--- src/design/glf_pkg.sv ---
// ----------------------------------------------------------------------------
// glf_pkg - shared types, constants and row rule for the toroidal life block
// Board geometry, register map, controller states and the row update function.
// ----------------------------------------------------------------------------
`timescale 1ns / 1ps
`default_nettype none
package glf_pkg;

	localparam int MAX_ROWS = 64;
	localparam int MAX_COLS = 64;
	localparam int ROW_W    = 64;
	localparam int IDX_W    = $clog2(MAX_ROWS);
	localparam int CNT_W    = 7;
	localparam int GEN_W    = 16;
	localparam int ADDR_W   = 4;
	localparam int DATA_W   = 32;

	typedef logic [ROW_W-1:0] row_t;

	// register indexes (byte address is 4 * index)
	typedef enum logic [1:0] {
		REG_ROW_COUNT = 2'd0,
		REG_COL_COUNT = 2'd1,
		REG_GEN_COUNT = 2'd2,
		REG_NONE      = 2'd3
	} reg_idx_t;

	typedef enum logic [1:0] {
		S_LOAD,
		S_GSTART,
		S_GRUN,
		S_OUT
	} state_t;

	// per-cell control from the sequencer
	typedef struct packed {
		logic load;
		logic shift;
	} cell_ctl_t;

	// mask of the columns in use, n in 1..64
	function automatic row_t col_mask(input logic [CNT_W-1:0] n);
		row_t m;
		if (n >= CNT_W'(MAX_COLS)) begin
			m = '1;
		end else begin
			m = (row_t'(1) << n) - row_t'(1);
		end
		return m;
	endfunction

	// bit j takes bit (j-1 mod n)
	function automatic row_t from_west(input row_t x, input logic [CNT_W-1:0] n);
		row_t r;
		logic [IDX_W-1:0] top;
		top = IDX_W'(n - CNT_W'(1));
		for (int j = 0; j < ROW_W; j++) begin
			if (j == 0) begin
				r[j] = x[top];
			end else begin
				r[j] = x[j-1];
			end
		end
		return r;
	endfunction

	// bit j takes bit (j+1 mod n)
	function automatic row_t from_east(input row_t x, input logic [CNT_W-1:0] n);
		row_t r;
		logic [IDX_W-1:0] top;
		top = IDX_W'(n - CNT_W'(1));
		for (int j = 0; j < ROW_W; j++) begin
			if (IDX_W'(j) == top) begin
				r[j] = x[0];
			end else if (j < ROW_W - 1) begin
				r[j] = x[j+1];
			end else begin
				r[j] = 1'b0;
			end
		end
		return r;
	endfunction

	// next generation of one row from its masked neighbor rows
	function automatic row_t next_row(input row_t up, input row_t mid, input row_t down,
			input logic [CNT_W-1:0] n, input row_t m);
		row_t uw, ue, mw, me, dw, de, r;
		logic [3:0] c;
		uw = from_west(up, n) & m;
		ue = from_east(up, n) & m;
		mw = from_west(mid, n) & m;
		me = from_east(mid, n) & m;
		dw = from_west(down, n) & m;
		de = from_east(down, n) & m;
		for (int j = 0; j < ROW_W; j++) begin
			c = 4'(uw[j]) + 4'(up[j]) + 4'(ue[j]) + 4'(mw[j]) + 4'(me[j])
				+ 4'(dw[j]) + 4'(down[j]) + 4'(de[j]);
			r[j] = (c == 4'd3) || ((c == 4'd2) && mid[j]);
		end
		return r & m;
	endfunction

endpackage
`default_nettype wire

--- src/design/glf_cell.sv ---
// ----------------------------------------------------------------------------
// glf_cell - one board row of the rotating row chain
// Holds a row; takes a loaded row or the row from its neighbor when shifted.
// ----------------------------------------------------------------------------
`timescale 1ns / 1ps
`default_nettype none
module glf_cell (
	input  wire                 clk,
	input  glf_pkg::cell_ctl_t  ctl,
	input  glf_pkg::row_t       load_row,
	input  glf_pkg::row_t       shift_in,
	output glf_pkg::row_t       row
);
	glf_pkg::row_t row_q;

	// load from input, or advance along the chain
	always_ff @(posedge clk) begin
		if (ctl.load) begin
			row_q <= load_row;
		end else if (ctl.shift) begin
			row_q <= shift_in;
		end
	end

	assign row = row_q;
endmodule
`default_nettype wire

--- config.mk ---
export PLATFORM = sky130hd
export DESIGN_NAME = glf_cell
export DESIGN_NICKNAME = d
export VERILOG_FILES = /design/src/design/glf_pkg.sv /design/src/design/glf_cell.sv
export SDC_FILE = /design/constraint.sdc
export NUM_CORES = 1
export LEC_CHECK = 0
export ABC_AREA = 1
export ABC_CLOCK_PERIOD_IN_PS = 2400
export BUFFER_PORTS_ARGS = -buffer_cell sky130_fd_sc_hd__buf_2
export CAP_MARGIN = 10
export CORE_AREA = 2 2 92 94
export CTS_CLUSTER_SIZE = 14
export DETAILED_ROUTE_END_ITERATION = 16
export DIE_AREA = 0 0 94 96
export GPL_TIMING_DRIVEN = 0
export HOLD_SLACK_MARGIN = 0.05
export PLACE_DENSITY = 0.69
export SLEW_MARGIN = 20
export SYNTH_ARGS = -nofsm -noshare
export SYNTH_HDL_FRONTEND = slang
export SYNTH_SLANG_ARGS = --single-unit
--- constraint.sdc ---
create_clock -name clk -period 2.4 [get_ports clk]
set_input_delay 0.48 -clock clk [delete_from_list [all_inputs] [get_ports clk]]
set_output_delay 0.48 -clock clk [all_outputs]
set_load 0.1 [all_outputs]
==> run summary, run 1 <==
RePlAce Congestion: 0.760
GRT Overall Usage: 0.150
Die Area: 9020 µm²
IO Pins: 195
Num CTS Buffers: 9
CP required: 1.92 ns
RSZ-0062 raised after global routing: false
LEAKAGE: 2.18 nW
hold_buf cts: 0
# DRC: 0
Tightest Pin Transition: 0.514 ns
Worst IR Drop VDD: 328 µV
grt ovf: 0
Horiz. Die Dim: 94 µm
Hold Path Class: input pin to flip-flop
most instantiated cells after synthesis: nand2_1 (192), edfxtp_1 (64), buf_2 (7)
final hold slack: 0.411 ns
#FFs+latches synth: 64
global-route wire length before repair: 10300 µm
Syn Area/Cell: 10.2 µm²
Period Utilization, post-route: 0.654
CTS Root Cell: clkbuf_8
Slew headroom: 0.660
final setup violating endpoints: 0
share of cells above drive strength 1: 0.464
drt first-iter violations: 49
Setup TNS Final: 0 ns
status: finished, final reports clean
Ys Warns: 0
share of the synthesized area in the top cell type: 0.698
Die Y-Extent: 96 µm
core area: 8050 µm²
final WL: 6950 µm
Vias/cell: 4.31
delay-heaviest family, CP: buffers and inverters
Worst-path clk slew: 0.07 ns
maximum fanout along the worst path: 1
via count: 2524
largest net degree at the start of global routing: 38
count of pins over their slew limit: 0
CTS tree: yes
WS Path Type: flip-flop to output pin
initial antenna violation count: 0
setup bufs post-CTS: 0
max cap viols: 0
CP arrival: 1.09 ns
sequential cell area: 1920 µm²
crit path buf inv count: 1
Final nets: 608
Hold Vio Cnt, Final: 0
Non-Filler Instances: 586
worst path cell trace: buf_2
Seq/Total Area, Yosys: 0.698
vias in the first global route: 2260
starting utilization of the core area: 0.342
EDFF count, synth: 64
crit start category: flip-flop
H-tree Lvls: 3
drt pass-1 iters: 4
syn nets: 402
post-cts gate resize count: 0
Fmax achieved: 637 MHz
cell row count: 33
Mapped Area: 2760 µm²
Power per Cell Area: 890 nW/µm²
Area contributors post-synth: edfxtp_1 (70%), nand2_1 (26%), buf_6 (2.5%)
Design Power: 3.63 mW
Antenna Cells: 0
commonest register cell after synthesis: edfxtp_1
Post-synth ARST share: 0
largest area contributor in the netlist: edfxtp_1
Largest register FFs: 64
placed cell count: 571
Fill cells: 779
area grow syn2layout: 48.1%
Final min period: 1.57 ns
CTS Sinks: 64
synth unique cells: 6
critical path endpoint category: output pin
post-route ant nets: 0
Clock Path Buffers: 2
PortBufs: 194
slowest stage delay, CP: 0.42 ns
Syn Inst Count: 271
HPWL after detailed placement: 5470 µm
routed len/inst: 11.9 µm
cell with the most instances after synthesis: nand2_1
Multi-input gate area: 729 µm²
Critical-path top delay cell: buf_2
==> final cells by class <==
type,instances,share of cell area
timing repair buffer,195,0.243
tap,105,0.0322
multi-input combinational,193,0.179
sequential,64,0.471
inverter,1,0.000920
buffer,13,0.0251
clock inverter,4,0.0172
clock buffer,11,0.0322
==> cells by family after synthesis <==
logic type,count (synthesis),synth area share
simple gates,193,0.264
flops,64,0.698
buf+inv,14,0.0386
==> power breakdown <==
| part | switching, mW | internal, mW |
|---|---|---|
| logic | 1.07 | 0.206 |
| clock network | 0.384 | 0.577 |
| registers | 0.0258 | 1.37 |
| total | 1.48 | 2.15 |
==> stage by stage <==
step | worst slack (ns) | instance area, µm² | utilization
final | 0.829 | 4080 | 0.507
after detailed placement | 0.564 | 3880 | 0.482
after floorplan | 0.559 | 2760 | -
after CTS | 0.798 | 4080 | 0.507
after global placement | 0.0482 | 3860 | 0.479
after global routing | 0.778 | 4080 | 0.507
==> per-layer routing <==
layer / share of wire / routed length [µm] / track usage / vias up
met5: 0 / 0 / 0 / -
met2: 0.53 / 3690 / 0.265 / 107
met4: 0.014 / 100 / 0.0652 / 0
met3: 0.081 / 565 / 0.0470 / 11
li1: - / - / - / 1281
met1: 0.37 / 2590 / 0.168 / 1125
==> placed cells by master (no fill, tap or decap) <==
cell type	count
buf_2	201
bufinv_16	2
inv_2	1
edfxtp_1	64
clkinv_2	2
nand2_1	192
buf_6	6
buf_12	1
clkbuf_1	2
clkbuf_8	9
or2_4	1
==> worst paths after layout <==
| check | end | slack (ns) | cells past startpoint | from |
|---|---|---|---|---|
| setup / recovery | row[50] | 0.83 | 1 | row[50]$_DFFE_PP_ |
| hold / removal | row[53]$_DFFE_PP_ | 0.41 | 3 | shift_in[53] |
No activity file was read; power rests on OpenSTA's default activity.
==> inputs of run 2 (changes only) <==
ABC_CLOCK_PERIOD_IN_PS = 1350   (was 2400)
PLACE_DENSITY = 0.72   (was 0.69)
clock period = 1.35 ns   (was 2.4 ns; I/O delays follow)
==> run summary, run 2 (same netlist as run 1, synthesis figures left out) <==
min-delay src: shift_in[17]
Non-Filler Instances: 584
Power per Cell Area: 1480 nW/µm²
global-route wire length before repair: 10500 µm
status: finished, final reports clean
RSZ-0062 raised after global routing: false
max cap viols: 0
Vias/cell: 4.27
count of pins over their slew limit: 0
Slew headroom: 0.489
CTS Sinks: 64
routed len/inst: 12.3 µm
drt pass-1 iters: 4
Tightest Pin Transition: 0.767 ns
commonest non-fill, non-tap cells in the layout: nand2_1 (192), buf_2 (137), edfxtp_1 (64)
Die Y-Extent: 96 µm
share of cells above drive strength 1: 0.459
Worst-path clk slew: 0.07 ns
initial antenna violation count: 0
Largest register FFs: 64
starting utilization of the core area: 0.342
maximum fanout along the worst path: 32
Antenna Cells: 0
final WL: 7170 µm
Critical Path Start: ctl[1]
via count: 2495
gr busiest metal: met2
CP arrival: 1.21 ns
drt first-iter violations: 62
HPWL after detailed placement: 5350 µm
largest net degree at the start of global routing: 33
post-route ant nets: 0
Die Area: 9020 µm²
Fmax achieved: 794 MHz
crit start category: input pin
CTS tree: yes
area grow syn2layout: 51.2%
grt ovf: 0
WS Path Type: input pin to flip-flop
Hold Path Class: input pin to flip-flop
LEAKAGE: 2.19 nW
Clock Path Buffers: 2
core area: 8050 µm²
Critical-path top delay cell: or2_2
slowest stage delay, CP: 0.64 ns
GR Util met3: 0.0603
Worst IR Drop VDD: 661 µV
IO Pins: 195
Period Utilization, post-route: 0.933
GRT Overall Usage: 0.156
CP required: 1.30 ns
RePlAce Congestion: 0.729
final setup violating endpoints: 0
Num CTS Buffers: 9
critical path endpoint category: flip-flop
met2 Track Usage GR: 0.277
PortBufs: 194
hold_buf cts: 0
placed cell count: 570
worst path cell trace: buf_2 -> buf_6 -> or2_2
Final nets: 608
# DRC: 0
commonest non-fill, non-tap cell in the layout: nand2_1
H-tree Lvls: 3
setup bufs post-CTS: 0
Final min period: 1.26 ns
Hold Vio Cnt, Final: 0
final hold slack: 0.200 ns
CTS Root Cell: clkbuf_8
Horiz. Die Dim: 94 µm
Setup TNS Final: 0 ns
met1 usage: 0.158
vias in the first global route: 2383
cell row count: 33
run 2: stage by stage:
stage / setup WS (ns) / power [mW] / util / instance area, µm²
2_1_floorplan: 0.0323 / 4.36 / - / 2760
3_3_place_gp: -0.338 / 4.78 / 0.479 / 3860
3_5_place_dp: -0.349 / 4.81 / 0.479 / 3860
4_1_cts: 0.000179 / 6.19 / 0.513 / 4130
5_1_grt: 0.0265 / 6.41 / 0.517 / 4170
6_report: 0.0902 / 6.16 / 0.517 / 4170
run 2: metal layers:
layer | wire (µm) | share of wire | vias to the layer above
met2 | 3530 | 0.49 | 117
li1 | - | - | 1278
met3 | 655 | 0.091 | 17
met4 | 199 | 0.028 | 0
met5 | 0 | 0 | -
met1 | 2790 | 0.39 | 1083
run 2: worst paths after layout:
kind	endpoint	slack, ns	depth (start not counted)
setup / recovery	row[11]$_DFFE_PP_	0.09	3
hold / removal	row[17]$_DFFE_PP_	0.20	3
run 2: what timing repair did:
item	4_1_cts	5_1_grt
endpoints found under the hold margin	0	0
cloned	1	0
gates resized for setup	51	13
pin swaps	1	0
endpoints found under the setup margin	53	13
run 2: final cells by class:
| cell class | count | area [µm²] |
|---|---|---|
| well taps | 105 | 131 |
| flip-flops and latches | 64 | 1920 |
| plain buffers | 13 | 103 |
| clock buffers | 10 | 128 |
| clock inverters | 3 | 12.5 |
| fillers | 785 | 3880 |
| inverters | 1 | 3.75 |
| repair buffers | 194 | 1130 |
| multi-input cells | 194 | 736 |
run 2: power breakdown:
group / switching, mW / leakage (nW) / internal, mW
Clock: 0.652 / 0.0729 / 0.620
Sequential: 0.0571 / 0.659 / 2.44
Combinational: 1.90 / 1.46 / 0.482
run 2: critical path, delay by kind of cell:
kind,cells,cell delay (ns)
simple gates,1,0.64
buf+inv,2,0.28
==> inputs of run 3 (changes only) <==
CORE_AREA = 2 2 90 92   (was 2 2 92 94)
DIE_AREA = 0 0 92 94   (was 0 0 94 96)
PLACE_DENSITY = 0.75   (was 0.72)
TNS_END_PERCENT = 50   (was default)
==> run summary, run 3 (same netlist as run 1, synthesis figures left out) <==
DP Area: 3860 µm²
LEAKAGE: 2.20 nW
P_sw: 2.65 mW
Final min period: 1.32 ns
critical path endpoint category: output pin
Final nets: 608
Slew headroom: 0.677
core area: 7610 µm²
crit path buf inv count: 1
Critical Path Start: row[26]$_DFFE_PP_
GRT Overall Usage: 0.172
Comb power frac: 0.373
Num CTS Buffers: 9
Sequential Power Share: 0.391
design area: 4200 µm²
Worst-path clk slew: 0.07 ns
vias in the first global route: 2523
Hold Path Class: input pin to flip-flop
area grow syn2layout: 52.5%
commonest non-fill, non-tap cells in the layout: nand2_1 (192), buf_2 (138), edfxtp_1 (64)
share of cells above drive strength 1: 0.459
Critical-path top delay cell: buf_2
RePlAce Congestion: 0.749
hold_buf cts: 0
RSZ-0062 raised after global routing: false
CTS tree: yes
Clk pwr share: 0.236
# DRC: 0
Fmax achieved: 756 MHz
post-route ant nets: 0
worst path cell trace: buf_2
WS Path Type: flip-flop to output pin
HPWL after detailed placement: 5410 µm
Multi-input gate area: 738 µm²
Worst IR Drop VDD: 844 µV
initial antenna violation count: 1
starting utilization of the core area: 0.362
global-route wire length before repair: 11400 µm
delay-heaviest family, CP: buffers and inverters
Tightest Pin Transition: 0.484 ns
grt ovf: 0
crit start category: flip-flop
CTS Sinks: 64
Hold Vio Cnt, Final: 0
drt first-iter violations: 74
Setup TNS Final: 0 ns
Clock Path Buffers: 2
Largest register FFs: 64
maximum fanout along the worst path: 1
CP arrival: 1.05 ns
CTS Root Cell: clkbuf_8
PortBufs: 194
Horiz. Die Dim: 92 µm
final hold slack: 0.206 ns
via count: 2542
Pint: 3.75 mW
H-tree Lvls: 3
drt pass-1 iters: 4
count of pins over their slew limit: 0
Fill cells: 712
CP required: 1.08 ns
Period Utilization, post-route: 0.979
status: finished, final reports clean
slowest stage delay, CP: 0.42 ns
sequential cell area: 1920 µm²
Die Area: 8650 µm²
commonest non-fill, non-tap cell in the layout: nand2_1
routed len/inst: 12.6 µm
IO Pins: 195
min-delay src: shift_in[45]
Vias/cell: 4.35
max cap viols: 0
final setup violating endpoints: 0
largest net degree at the start of global routing: 33
Layout Utilization: 0.552
Power per Cell Area: 1520 nW/µm²
Sw Share: 0.414
setup bufs post-CTS: 0
cell row count: 32
final WL: 7370 µm
Antenna Cells: 0
Die Y-Extent: 94 µm
-- run 3: changes by cell type in the layout (fill, tap and decap cells not counted) --
cell and delta:
bufinv_16 +1, clkbuf_4 +6, clkinv_1 +2, buf_2 +1, buf_4 -7, or2_2 -1, or2_4 +1
-- run 3: what timing repair did --
action	4_1_cts	5_1_grt
gates resized for setup	44	20
endpoints found under the setup margin	108	51
gates cloned	1	0
pin swaps	1	0
-- run 3: layer usage --
metal	track usage	vias up	wire length, µm
met5	0	-	13
met1	0.197	1119	2890
met3	0.0538	17	589
met2	0.298	121	3710
li1	-	1283	-
met4	0.0734	2	165
-- run 3: final timing paths --
kind              depth (start not counted)  slack [ns]                 to
hold / removal                            3        0.21  row[45]$_DFFE_PP_
setup / recovery                          1        0.03            row[26]
-- run 3: layout make-up --
cell class / count / share of cell area
well taps: 102 / 0.0304
multi-input cells: 194 / 0.176
repair buffers: 194 / 0.269
flip-flops and latches: 64 / 0.458
clock buffers: 10 / 0.0304
clock inverters: 6 / 0.0119
inverters: 1 / 0.000894
plain buffers: 13 / 0.0244
-- run 3: metrics by stage --
step	power, mW	instances	setup WS, ns
2_1_floorplan	4.36	271	0.0323
3_3_place_gp	4.79	567	-0.349
3_5_place_dp	4.81	567	-0.376
4_1_cts	6.43	584	0.000332
5_1_grt	6.65	584	0.00219
6_report	6.40	584	0.0280
-- run 3: power groups by stage --
stage,registers [mW],logic (mW),clock network (mW)
2_1_floorplan,4.14,0.221,0
3_5_place_dp,2.53,2.28,0
4_1_cts,2.50,2.37,1.56
6_report,2.50,2.39,1.51
3_3_place_gp,2.52,2.26,0
5_1_grt,2.52,2.48,1.65
